$ cat src/rtl/red_region_fill_persistence_unit_defines.svh
// Assertion macros shared by the red region fill persistence unit.
`ifndef RED_REGION_FILL_PERSISTENCE_UNIT_DEFINES_SVH
`define RED_REGION_FILL_PERSISTENCE_UNIT_DEFINES_SVH

// Check that cons holds in the same cycle as ante.
`define RRF_ASSERT_IMPLIES(label, clk, rst_n, ante, cons, msg) \
  label: assert property (@(posedge clk) disable iff (!rst_n) (ante) |-> (cons)) \
    else $error(msg);

// Check that cons holds in the cycle after ante.
`define RRF_ASSERT_NEXT(label, clk, rst_n, ante, cons, msg) \
  label: assert property (@(posedge clk) disable iff (!rst_n) (ante) |=> (cons)) \
    else $error(msg);

`endif

$ cat src/rtl/rrf_pkg.sv
// Types, constants and register codes of the red region fill persistence unit.
package rrf_pkg;

  localparam int unsigned PIX_W       = 8;
  localparam int unsigned AREA_W      = 13;
  localparam int unsigned RED_TOTAL_W = 13;
  localparam int unsigned STREAK_W    = 8;
  localparam int unsigned CFG_IDX_W   = 3;
  localparam int unsigned CFG_DATA_W  = 13;

  // Saturation limits and thresholds
  localparam int unsigned MAX_ROI_PIXELS = 4096;
  localparam int unsigned PERSIST_MAX    = 255;
  localparam int unsigned ASSEMBLED_MIN  = 3;

  // Fill test: FILL_NUM * count >= FILL_DEN * area
  localparam int unsigned FILL_NUM    = 2000;
  localparam int unsigned FILL_DEN    = 1401;
  localparam int unsigned FILL_W      = $clog2(FILL_NUM * MAX_ROI_PIXELS + 1);
  localparam int unsigned AREA_PROD_W = $clog2(FILL_DEN * (2 ** AREA_W - 1) + 1);

  localparam int unsigned QUEUE_DEPTH = 4;

  // Register reset values
  localparam logic [PIX_W-1:0]  RED_MIN_RST   = 8'd100;
  localparam logic [PIX_W-1:0]  GREEN_MAX_RST = 8'd100;
  localparam logic [PIX_W-1:0]  BLUE_MAX_RST  = 8'd100;
  localparam logic [PIX_W-1:0]  HUE_UPPER_RST = 8'd170;
  localparam logic [PIX_W-1:0]  HUE_LOWER_RST = 8'd10;
  localparam logic [PIX_W-1:0]  SAT_MIN_RST   = 8'd100;
  localparam logic [AREA_W-1:0] ROI_AREA_RST  = 13'd429;

  typedef enum logic [CFG_IDX_W-1:0] {
    REG_RED_MIN,
    REG_GREEN_MAX,
    REG_BLUE_MAX,
    REG_HUE_UPPER,
    REG_HUE_LOWER,
    REG_SAT_MIN,
    REG_ROI_AREA
  } cfg_reg_e;

  typedef struct packed {
    logic [PIX_W-1:0] blue;
    logic [PIX_W-1:0] green;
    logic [PIX_W-1:0] red;
    logic             last;
  } pixel_t;

  typedef struct packed {
    logic                   is_red;
    logic                   frame_done;
    logic [RED_TOTAL_W-1:0] red_total;
    logic [STREAK_W-1:0]    streak;
    logic                   assembled;
  } result_t;

  typedef struct packed {
    logic [CFG_IDX_W-1:0]  index;
    logic [CFG_DATA_W-1:0] data;
  } cfg_write_t;

  typedef struct packed {
    logic [PIX_W-1:0]  red_min;
    logic [PIX_W-1:0]  green_max;
    logic [PIX_W-1:0]  blue_max;
    logic [PIX_W-1:0]  hue_upper;
    logic [PIX_W-1:0]  hue_lower;
    logic [PIX_W-1:0]  sat_min;
    logic [AREA_W-1:0] roi_area;
  } cfg_regs_t;

  // One classified pixel on its way to the counting stage
  typedef struct packed {
    logic is_red;
    logic last;
  } q_entry_t;

endpackage

$ cat src/rtl/rrf_queue.sv
// Short queue of classified pixels between the classifier and the counter.
module rrf_queue import rrf_pkg::*; #(
  parameter int unsigned Depth = QUEUE_DEPTH
) (
  input  logic     clk_i,
  input  logic     rst_ni,
  input  logic     push_valid_i,
  input  q_entry_t push_data_i,
  output logic     push_ready_o,
  output logic     pop_valid_o,
  output q_entry_t pop_data_o,
  input  logic     pop_ready_i
);

  localparam int unsigned PtrW = $clog2(Depth);
  localparam int unsigned CntW = $clog2(Depth + 1);

  q_entry_t          mem_q [Depth];
  logic [PtrW-1:0]   wr_ptr_q, wr_ptr_d, rd_ptr_q, rd_ptr_d;
  logic [CntW-1:0]   cnt_q, cnt_d;
  logic              push, pop;

  assign push_ready_o = (cnt_q != CntW'(Depth));
  assign pop_valid_o  = (cnt_q != '0);
  assign pop_data_o   = mem_q[rd_ptr_q];
  assign push         = push_valid_i && push_ready_o;
  assign pop          = pop_valid_o && pop_ready_i;

  // Advance pointers with wrap and track occupancy
  always_comb begin
    wr_ptr_d = wr_ptr_q;
    rd_ptr_d = rd_ptr_q;
    cnt_d    = cnt_q;
    if (push) wr_ptr_d = (wr_ptr_q == PtrW'(Depth - 1)) ? '0 : wr_ptr_q + PtrW'(1);
    if (pop) rd_ptr_d = (rd_ptr_q == PtrW'(Depth - 1)) ? '0 : rd_ptr_q + PtrW'(1);
    if (push && !pop) cnt_d = cnt_q + CntW'(1);
    else if (pop && !push) cnt_d = cnt_q - CntW'(1);
  end

  always_ff @(posedge clk_i or negedge rst_ni) begin
    if (!rst_ni) begin
      wr_ptr_q <= '0;
      rd_ptr_q <= '0;
      cnt_q    <= '0;
    end else begin
      wr_ptr_q <= wr_ptr_d;
      rd_ptr_q <= rd_ptr_d;
      cnt_q    <= cnt_d;
    end
  end

  always_ff @(posedge clk_i) begin
    if (push) mem_q[wr_ptr_q] <= push_data_i;
  end

endmodule

$ cat config.mk
export PLATFORM = sky130hd
export DESIGN_NAME = rrf_queue
export DESIGN_NICKNAME = d
export VERILOG_FILES = /design/src/rtl/red_region_fill_persistence_unit_defines.svh /design/src/rtl/rrf_pkg.sv /design/src/rtl/rrf_queue.sv
export SDC_FILE = /design/constraint.sdc
export NUM_CORES = 1
export LEC_CHECK = 0
export BUFFER_PORTS_ARGS = -buffer_cell sky130_fd_sc_hd__clkbuf_2
export CAP_MARGIN = 20
export CORE_AREA = 2 2 39 41
export DETAILED_ROUTE_END_ITERATION = 6
export DIE_AREA = 0 0 41 43
export PLACE_DENSITY_LB_ADDON = 0.05
export SLEW_MARGIN = 20
export SYNTH_ARGS = -nofsm -noshare
export SYNTH_HDL_FRONTEND = slang
export SYNTH_SLANG_ARGS = --single-unit
$ cat constraint.sdc
create_clock -name clk_i -period 4.65 [get_ports clk_i]
set_input_delay 0.6975 -clock clk_i [delete_from_list [all_inputs] [get_ports clk_i]]
set_output_delay 0.6975 -clock clk_i [all_outputs]
set_load 0.1 [all_outputs]
==> results_dict.tcl <==
set metrics [dict create \
    grt_pass1_vias 438 \
    slew_viol_final 0 \
    ctsResizeCount 0 \
    gp_congestion 0.6846 \
    ant_nets 0 \
    status "finished, final reports clean" \
    grtUsageTotal_pct 16.79 \
    cts.clk_slew.worst_paths_ns 0.08 \
    start_util_pct 52.71 \
    cts_buffer_depth 2 \
    slew-limit-headroom_pct 64.16 \
    grt_overflow 0 \
    post_dp_cell_area_um2 794.5 \
    avgSynthCellArea_um2 15.86 \
    yosysSeqAreaShare_pct 56.95 \
    area_delta_synth_final_pct 12.52 \
    die_w_um 41 \
    post-route-cell-area_um2 820.8 \
    cp_max_fo 5 \
    drt_wl_total_um 1117 \
    netlist_area_um2 729.5 \
    viasPerCell 5.280 \
    die-height_um 43 \
    hold_buffers 0 \
    netlist_instances 46 \
    cp.required_ns 3.95 \
    clock_latency_ns 0.27 \
    layout_min_cycle_time_ns 2.341 \
    num_rows 14 \
    cts_setup_buffers 0 \
    grt_antenna_before_repair 0 \
    start_kind "register" \
    crit_path_cell_trace "mux4_2 -> clkbuf_2" \
    finalSetupViolations 0 \
    fin_util_pct 59.31 \
    cts_tree "done" \
    drive_gt1_share_pct 44.07 \
    cap_viol_max_count 0 \
    fin_nets 73 \
    finalCritPeriodShare_pct 50.35 \
    yosysWarnings 0 \
    num_vias 396 \
    cp_slowest_cell "mux4_2" \
    cts_root_buf "clkbuf_4" \
    cts_sinks 15 \
    io_pins 10 \
    grt_setup_unrepaired "false" \
    layout_common_cells "clkbuf_2 (9), edfxtp_1 (8), dfrtp_1 (7), ha_1 (6), and3_2 (4)" \
    htreeDepth 1 \
    numCtsBuffers 3 \
    clock_skew_ns 0.002849 \
    tightest_slew_ns 0.5399 \
    arrival_ns 1.64 \
    dp_hpwl_um 914 \
    tns_ns 0 \
    grt_pass1_wl_um 1849 \
    grt_max_degree 9 \
    crit_type "register to output port" \
    ys_ff_latch 15 \
    cp-end-kind "output port" \
    drt-pass1-iter-count 2 \
    design.core.area_um2 1384 \
    placement.io_buffers 9 \
    drc 0 \
    hold_path.class "input port to asynchronous set/reset pin" \
    syn-num-nets 59 \
    critPathMaxStageDelay_ns 0.53 \
    hold_viol 0 \
    max_freq_mhz 427.1 \
    drt-initial-drc-count 1 \
    ys_types 16 \
    diodes 0 \
    wl_per_cell_um 14.89 \
    final_common_cell "clkbuf_2" \
    die_area_um2 1763 \
]
## final timing paths
kind | cells past startpoint | slack [ns] | startpoint | end
setup / recovery | 2 | 2.31 | rd_ptr_q[0] | pop_data_o[0]
hold / removal | 1 | 0.26 | rst_ni | cnt_q[2]
setup reg to reg | 8 | 2.46 | cnt_q[0] | cnt_q[2]
hold reg to reg | 1 | 0.49 | cnt_q[2] | cnt_q[2]
max in group asynchronous | 1 | 4.21 | rst_ni | wr_ptr_q[1]
min in group clk_i | 1 | 0.49 | cnt_q[2] | cnt_q[2]
## cell families (layout without fill, tap and decap cells)
logic type | after synthesis | in the layout | share of synthesized area [%]
flops | 15 | 15 | 56.95
xor+xnor | 3 | 3 | 3.603
simple gates | 11 | 11 | 9.949
buf+inv | 3 | 16 | 1.544
mux | 7 | 7 | 14.92
fa+ha+maj | 7 | 7 | 13.04
## state kept, by name (all words and copies together) (netlist names)
| register | count |
|---|---|
| mem_q | 8 |
| cnt_q | 3 |
| rd_ptr_q | 2 |
| wr_ptr_q | 2 |
## cells in the mapped netlist
cell	n	area (um^2)
mux4_2	2	45.04
mux2_4	2	30.03
inv_1	3	11.26
or3_2	1	7.510
xnor2_1	1	8.760
ha_1	6	75.07
mux2_2	3	33.78
xor2_1	2	17.52
edfxtp_1	8	240.2
nand2_1	1	3.750
fa_1	1	20.02
dfrtp_1	7	175.2
nor2_1	3	11.26
and2_4	1	8.760
or3b_4	1	11.26
and3_2	4	30.03
## worst max-delay path, delay by kind of cell (launching register included)
family,cells,cell delay (ns)
multiplexers,1,0.53
flip-flops,1,0.46
buffers and inverters,1,0.38
## layout make-up
class / instances / area, um^2
Tap cell: 16 / 20.02
Multi-Input combinational cell: 28 / 302.8
Sequential cell: 15 / 415.4
Inverter: 3 / 11.26
Clock buffer: 4 / 26.28
Fill cell: 109 / 563.0
Timing Repair Buffer: 9 / 45.04
## stage by stage
stage | instances | setup WS [ns] | hold slack [ns]
6_report | 75 | 2.309 | 0.2609
2_1_floorplan | 46 | 2.221 | 0.4019
5_1_grt | 75 | 2.237 | 0.2614
3_5_place_dp | 71 | 2.461 | 0.4849
3_3_place_gp | 71 | 2.543 | 0.4657
4_1_cts | 75 | 2.280 | 0.2531
## per-layer routing
layer | up-vias | part of all wire [%] | GRT usage [%]
met5 | - | 0 | 0
met4 | 0 | 0.72 | 10.00
met1 | 197 | 40 | 16.07
met2 | 7 | 56 | 30.00
met3 | 2 | 3.1 | 3.141
li1 | 190 | - | -
Power is left out: the tool's default activity adds up to more than one toggle a clock period on the data nets, which glitch-free logic cannot reach.
