File: config.mk
export PLATFORM = sky130hd
export DESIGN_NAME = rrf_back_flat
export DESIGN_NICKNAME = d
export VERILOG_FILES = /design/src/rtl/red_region_fill_persistence_unit_defines.svh /design/src/rtl/rrf_pkg.sv /design/src/rtl/rrf_stream_if.sv /design/src/rtl/rrf_back.sv /design/src/flat_wrapper.sv
export SDC_FILE = /design/constraint.sdc
export NUM_CORES = 1
export LEC_CHECK = 0
export BUFFER_PORTS_ARGS = -buffer_cell sky130_fd_sc_hd__buf_2
export CAP_MARGIN = 20
export CELL_PAD_IN_SITES_DETAIL_PLACEMENT = 0
export CELL_PAD_IN_SITES_GLOBAL_PLACEMENT = 2
export CORE_ASPECT_RATIO = 0.8
export CORE_UTILIZATION = 44
export CTS_CLUSTER_SIZE = 25
export DETAILED_ROUTE_END_ITERATION = 6
export GPL_ROUTABILITY_DRIVEN = 0
export GPL_TIMING_DRIVEN = 0
export PLACE_DENSITY = 0.86
export SETUP_SLACK_MARGIN = 0.4
export SKIP_CTS_REPAIR_TIMING = 1
export SLEW_MARGIN = 20
export SYNTH_ARGS = -nofsm -noshare
export SYNTH_HDL_FRONTEND = slang
export SYNTH_SLANG_ARGS = --single-unit
File: constraint.sdc
create_clock -name clk_i -period 10.46 [get_ports clk_i]
set_clock_uncertainty 0.15 [all_clocks]
set_input_delay 2.615 -clock clk_i [delete_from_list [all_inputs] [get_ports clk_i]]
set_output_delay 2.615 -clock clk_i [all_outputs]
set_load 0.02 [all_outputs]
File: src/rtl/red_region_fill_persistence_unit_defines.svh
// Assertion macros shared by the red region fill persistence unit.
`ifndef RED_REGION_FILL_PERSISTENCE_UNIT_DEFINES_SVH
`define RED_REGION_FILL_PERSISTENCE_UNIT_DEFINES_SVH

// Check that cons holds in the same cycle as ante.
`define RRF_ASSERT_IMPLIES(label, clk, rst_n, ante, cons, msg) \
  label: assert property (@(posedge clk) disable iff (!rst_n) (ante) |-> (cons)) \
    else $error(msg);

// Check that cons holds in the cycle after ante.
`define RRF_ASSERT_NEXT(label, clk, rst_n, ante, cons, msg) \
  label: assert property (@(posedge clk) disable iff (!rst_n) (ante) |=> (cons)) \
    else $error(msg);

`endif

File: src/rtl/rrf_pkg.sv
// Types, constants and register codes of the red region fill persistence unit.
package rrf_pkg;

  localparam int unsigned PIX_W       = 8;
  localparam int unsigned AREA_W      = 13;
  localparam int unsigned RED_TOTAL_W = 13;
  localparam int unsigned STREAK_W    = 8;
  localparam int unsigned CFG_IDX_W   = 3;
  localparam int unsigned CFG_DATA_W  = 13;

  // Saturation limits and thresholds
  localparam int unsigned MAX_ROI_PIXELS = 4096;
  localparam int unsigned PERSIST_MAX    = 255;
  localparam int unsigned ASSEMBLED_MIN  = 3;

  // Fill test: FILL_NUM * count >= FILL_DEN * area
  localparam int unsigned FILL_NUM    = 2000;
  localparam int unsigned FILL_DEN    = 1401;
  localparam int unsigned FILL_W      = $clog2(FILL_NUM * MAX_ROI_PIXELS + 1);
  localparam int unsigned AREA_PROD_W = $clog2(FILL_DEN * (2 ** AREA_W - 1) + 1);

  localparam int unsigned QUEUE_DEPTH = 4;

  // Register reset values
  localparam logic [PIX_W-1:0]  RED_MIN_RST   = 8'd100;
  localparam logic [PIX_W-1:0]  GREEN_MAX_RST = 8'd100;
  localparam logic [PIX_W-1:0]  BLUE_MAX_RST  = 8'd100;
  localparam logic [PIX_W-1:0]  HUE_UPPER_RST = 8'd170;
  localparam logic [PIX_W-1:0]  HUE_LOWER_RST = 8'd10;
  localparam logic [PIX_W-1:0]  SAT_MIN_RST   = 8'd100;
  localparam logic [AREA_W-1:0] ROI_AREA_RST  = 13'd429;

  typedef enum logic [CFG_IDX_W-1:0] {
    REG_RED_MIN,
    REG_GREEN_MAX,
    REG_BLUE_MAX,
    REG_HUE_UPPER,
    REG_HUE_LOWER,
    REG_SAT_MIN,
    REG_ROI_AREA
  } cfg_reg_e;

  typedef struct packed {
    logic [PIX_W-1:0] blue;
    logic [PIX_W-1:0] green;
    logic [PIX_W-1:0] red;
    logic             last;
  } pixel_t;

  typedef struct packed {
    logic                   is_red;
    logic                   frame_done;
    logic [RED_TOTAL_W-1:0] red_total;
    logic [STREAK_W-1:0]    streak;
    logic                   assembled;
  } result_t;

  typedef struct packed {
    logic [CFG_IDX_W-1:0]  index;
    logic [CFG_DATA_W-1:0] data;
  } cfg_write_t;

  typedef struct packed {
    logic [PIX_W-1:0]  red_min;
    logic [PIX_W-1:0]  green_max;
    logic [PIX_W-1:0]  blue_max;
    logic [PIX_W-1:0]  hue_upper;
    logic [PIX_W-1:0]  hue_lower;
    logic [PIX_W-1:0]  sat_min;
    logic [AREA_W-1:0] roi_area;
  } cfg_regs_t;

  // One classified pixel on its way to the counting stage
  typedef struct packed {
    logic is_red;
    logic last;
  } q_entry_t;

endpackage

File: src/rtl/rrf_stream_if.sv
// Valid/ready channel with a typed payload.
interface rrf_stream_if #(
  parameter type payload_t = logic
) ();
  logic     valid;
  logic     ready;
  payload_t payload;

  modport source (output valid, output payload, input ready);
  modport sink (input valid, input payload, output ready);
endinterface

File: src/rtl/rrf_back.sv
// Red pixel counter, fill test, persistence counter and result register.
module rrf_back import rrf_pkg::*; (
  input  logic              clk_i,
  input  logic              rst_ni,
  input  logic [AREA_W-1:0] roi_area_i,
  input  logic              pop_valid_i,
  input  q_entry_t          pop_data_i,
  output logic              pop_ready_o,
  rrf_stream_if.source      res_o
);

  logic [RED_TOTAL_W-1:0] count_q, count_d, count_new;
  logic [FILL_W-1:0]      fill_q, fill_d, fill_new;
  logic [STREAK_W-1:0]    persist_q, persist_d, persist_new;
  logic [AREA_PROD_W-1:0] area_prod_q, area_prod_d;
  logic                   res_valid_q, res_valid_d;
  result_t                res_q, res_d;
  logic                   take, inc, pass;

  // Take the next entry when the result register is free or draining
  assign pop_ready_o = !res_valid_q || res_o.ready;
  assign take        = pop_valid_i && pop_ready_o;

  // Follow the area register; the fill test reads the registered product
  assign area_prod_d = AREA_PROD_W'(roi_area_i) * AREA_PROD_W'(FILL_DEN);

  // Count red pixels with saturation, keeping FILL_NUM * count alongside
  always_comb begin
    inc       = pop_data_i.is_red && (count_q < RED_TOTAL_W'(MAX_ROI_PIXELS));
    count_new = count_q + RED_TOTAL_W'(inc);
    fill_new  = inc ? fill_q + FILL_W'(FILL_NUM) : fill_q;
    pass      = (AREA_PROD_W'(fill_new) >= area_prod_q);
    if (pass) begin
      persist_new = (persist_q < STREAK_W'(PERSIST_MAX)) ? persist_q + STREAK_W'(1)
                                                         : persist_q;
    end else begin
      persist_new = (persist_q != '0) ? persist_q - STREAK_W'(1) : persist_q;
    end
  end

  // Update state and form the result on each transfer from the queue
  always_comb begin
    count_d     = count_q;
    fill_d      = fill_q;
    persist_d   = persist_q;
    res_d       = res_q;
    res_valid_d = res_valid_q && !res_o.ready;
    if (take) begin
      res_valid_d      = 1'b1;
      res_d.is_red     = pop_data_i.is_red;
      res_d.frame_done = pop_data_i.last;
      if (pop_data_i.last) begin
        count_d         = '0;
        fill_d          = '0;
        persist_d       = persist_new;
        res_d.red_total = count_new;
        res_d.streak    = persist_new;
        res_d.assembled = (persist_new >= STREAK_W'(ASSEMBLED_MIN));
      end else begin
        count_d         = count_new;
        fill_d          = fill_new;
        res_d.red_total = '0;
        res_d.streak    = '0;
        res_d.assembled = 1'b0;
      end
    end
  end

  always_ff @(posedge clk_i or negedge rst_ni) begin
    if (!rst_ni) begin
      count_q     <= '0;
      fill_q      <= '0;
      persist_q   <= '0;
      res_valid_q <= 1'b0;
    end else begin
      count_q     <= count_d;
      fill_q      <= fill_d;
      persist_q   <= persist_d;
      res_valid_q <= res_valid_d;
    end
  end

  always_ff @(posedge clk_i) begin
    area_prod_q <= area_prod_d;
    res_q       <= res_d;
  end

  assign res_o.valid   = res_valid_q;
  assign res_o.payload = res_q;

endmodule

File: src/flat_wrapper.sv
// flat-port wrapper written by rule: the top's interface ports become plain ports
module rrf_back_flat import rrf_pkg::*;
  (clk_i, rst_ni, roi_area_i, pop_valid_i, pop_data_i, pop_ready_o, res_o_valid, res_o_payload, res_o_ready);
  rrf_stream_if res_o_i ();
  input  logic clk_i;
  input  logic rst_ni;
  input  logic [AREA_W-1:0] roi_area_i;
  input  logic pop_valid_i;
  input  q_entry_t pop_data_i;
  output logic pop_ready_o;
  output wire logic [$bits(res_o_i.valid)-1:0] res_o_valid;
  output wire logic [$bits(res_o_i.payload)-1:0] res_o_payload;
  input wire logic [$bits(res_o_i.ready)-1:0] res_o_ready;
  assign res_o_valid = res_o_i.valid;
  assign res_o_payload = res_o_i.payload;
  assign res_o_i.ready = res_o_ready;
  rrf_back u_core (.clk_i(clk_i), .rst_ni(rst_ni), .roi_area_i(roi_area_i), .pop_valid_i(pop_valid_i), .pop_data_i(pop_data_i), .pop_ready_o(pop_ready_o), .res_o(res_o_i));
endmodule
==> reports/qor.csv <==
metric,value,unit
CTS tree,done,
cell taking the most area after synthesis,ha_1,
top_reg_cell synth,dfrtp_1,
number of core rows,39,
clock buffer depth,2,
top area cells in the synthesized netlist,"ha_1, dfrtp_1, fa_1",
r2r setup slk,5.74,ns
Synth async-reset ratio,62.1,%
Worst Path Required,10.53,ns
Worst-Margin Slew,0.771,ns
total track usage,19.7,%
clock share of power,17.4,%
fraction of layout cells with a size suffix above 1,7.21,%
Setup TNS,0,ns
post-detail-place hpwl,11300,µm
largest net degree at the start of global routing,42,
grt ovf,0,
post-place instance area,0.00686,mm²
switching fraction of total power,44.2,%
number of enable flip-flop cells after synthesis,1,
failing checks,design-rule violations,
"Cell Area, Synth",0.00653,mm²
port bufs,20,
CTS Sinks,66,
static leakage,0.00360,µW
RSZ-0062 raised after global routing,no,
total CTS buffers,9,
"CTS clk-pin slew, worst paths",0.06,ns
Post-Route WL,13900,µm
multi-input logic area,0.00448,mm²
post-synthesis sequential area ratio,23.5,%
nets,905,
DR vias,4973,
Tcrit/Tclk final,68.7,%
NetSw,825,µW
Setup crit end kind,flop,
Hold WC Path Type,reg2reg,
Gate Count Post-Synth,699,
Initial Util,45.3,%
H-tree levels,3,
Synth top area share,20.5,%
top sig layer,met4,
synthesized area per cell,9.34,µm²
most common cell in the netlist,inv_1,
Detail Route Antenna Nets,0,
Unique masters post-synth,65,
Max-Cap Viols,0,
number of DRC markers in iteration 0,323,
endpoints failing setup,0,
flip-flop and latch area,0.00154,mm²
Slew HR,48.2,%
die area,0.0153,mm²
post-layout min period,7.19,ns
Worst setup SP type,input pin,
vias in the first global route,5069,
drt via density,5.41,
DP Cell Count,903,
Worst-Skew Late Latency,0.34,ns
Routed WL per cell,15.1,µm
status,"complete, but fails checks",
Max Slew Vio Count,0,
VDD IR max,0.000125,V
synth warn,0,
PD cells,260,mW/mm²
num ports,22,
synthesized net count,874,
hold slack,0.335,ns
Crit Path Max Fanout,8,
CORE AREA,0.0144,mm²
Yosys reg bits,66,
Critical Path Source,roi_area_i[7],
WS Path Type,in2reg,
Met3 Routed Length,560,µm
Final Instance Count excl. Fillers,919,
Int Power,1040,µW
initial antenna violation count,0,
Max Clock Freq,0.139,GHz
DR pass1 iterations,7,
cells on worst reg2reg path,17,
Post-synth top cells,"inv_1, ha_1, nand2_1",
Die Y,111,µm
final hold violation count,0,
worst reg2reg startpoint,u_core.count_q[12],
reg2reg end,u_core.res_o.payload,
sequential share of power,19.9,%
n_diodes,0,
Root Driver,clkbuf_16,
synthesis-to-finish area growth,9.99,%
fillers,1348,
cell area after layout,0.00718,mm²
DRC viols,2,
die width,138,µm
wire length on met1,7530,µm
Critical Path End,u_core.area_prod_q[21],
Final Core Density,49.9,%
Comb pwr share,62.7,%
Worst Path Arrival,7.26,ns
met2 wire length,5680,µm
first-pass GRT wire length,24400,µm
==> layout make-up <==
cell class | instances | share of cell area, %
inverter | 112 | 5.86
multi-input combinational | 503 | 62.4
timing repair buffer | 20 | 1.43
buffer | 18 | 1.22
clock buffer | 10 | 3.19
clock inverter | 6 | 1.25
tap | 184 | 3.21
sequential | 66 | 21.4
==> sequential cells by signal (all words and copies together) (netlist names) <==
signal                count
u_core.res_o.payload      1
u_core.persist_q          8
u_core.count_q           13
u_core.fill_q            19
u_core.area_prod_q       24
u_core.res_o.valid        1
==> cell usage in the layout, fill, tap and decap left out, types with 14 or more instances in the layout <==
cell type / synthesis / layout
a21oi_1: 35 / 35
clkbuf_1: 13 / 14
nor2_1: 36 / 36
a22o_1: 14 / 14
dfxtp_1: 24 / 24
nand2_1: 50 / 50
buf_2: 1 / 20
fa_1: 49 / 49
ha_1: 107 / 107
inv_1: 111 / 111
xor2_1: 16 / 16
dfrtp_1: 41 / 41
nand3_1: 14 / 14
xnor2_1: 25 / 25
o21ai_0: 30 / 30
==> cell families (layout without fill, tap and decap cells) <==
family / Yosys count / in the layout / share of synthesized area (%)
fa+ha+maj: 156 / 156 / 35.5
mux: 6 / 6 / 0.920
compound gates: 133 / 133 / 14.0
xor+xnor: 41 / 41 / 5.50
buf+inv: 130 / 166 / 7.78
flops: 66 / 66 / 23.5
simple gates: 167 / 167 / 12.7
==> worst max-delay path, stage by stage <==
cell	delay, ns
buf_2	0.16
ha_1	0.34
inv_1	0.06
fa_1	0.48
inv_1	0.06
fa_1	0.50
fa_1	0.55
inv_1	0.05
fa_1	0.52
inv_1	0.04
ha_1	0.26
clkbuf_1	0.28
a21oi_1	0.11
o21bai_1	0.23
a21oi_1	0.13
a2bb2oi_1	0.17
a31oi_1	0.30
nor4_1	0.09
a311o_1	0.32
==> power groups by stage <==
stage | logic (µW) | clock network, µW | registers, µW
after CTS | 1180 | 334 | 371
after detailed placement | 1170 | 0 | 375
final | 1170 | 325 | 371
after global routing | 1350 | 346 | 381
after floorplan | 929 | 0 | 365
after global placement | 1160 | 0 | 374
==> stage by stage <==
| stage | total power, µW | worst slack [ns] |
|---|---|---|
| final | 1870 | 3.27 |
| after global placement | 1530 | 2.88 |
| after detailed placement | 1550 | 2.92 |
| after global routing | 2080 | 3.03 |
| after CTS | 1880 | 3.28 |
| after floorplan | 1290 | 3.42 |
==> worst min-delay path by stage <==
stage	start	end	slack, ns	depth (start not counted)
2_1_floorplan	u_core.count_q[0]	u_core.count_q[0]	0.31	2
3_3_place_gp	u_core.count_q[0]	u_core.count_q[0]	0.32	2
3_5_place_dp	u_core.count_q[0]	u_core.count_q[0]	0.33	2
4_1_cts	u_core.count_q[0]	u_core.count_q[0]	0.34	2
5_1_grt	u_core.fill_q[21]	u_core.fill_q[21]	0.37	1
6_report	u_core.count_q[0]	u_core.count_q[0]	0.33	2
==> layer usage <==
metal	up-vias	track usage [%]
met4	0	4.04
met1	2419	29.5
met3	13	3.50
li1	2457	-
met2	84	29.6
met5	-	0
(Power assumes the default switching activity.)
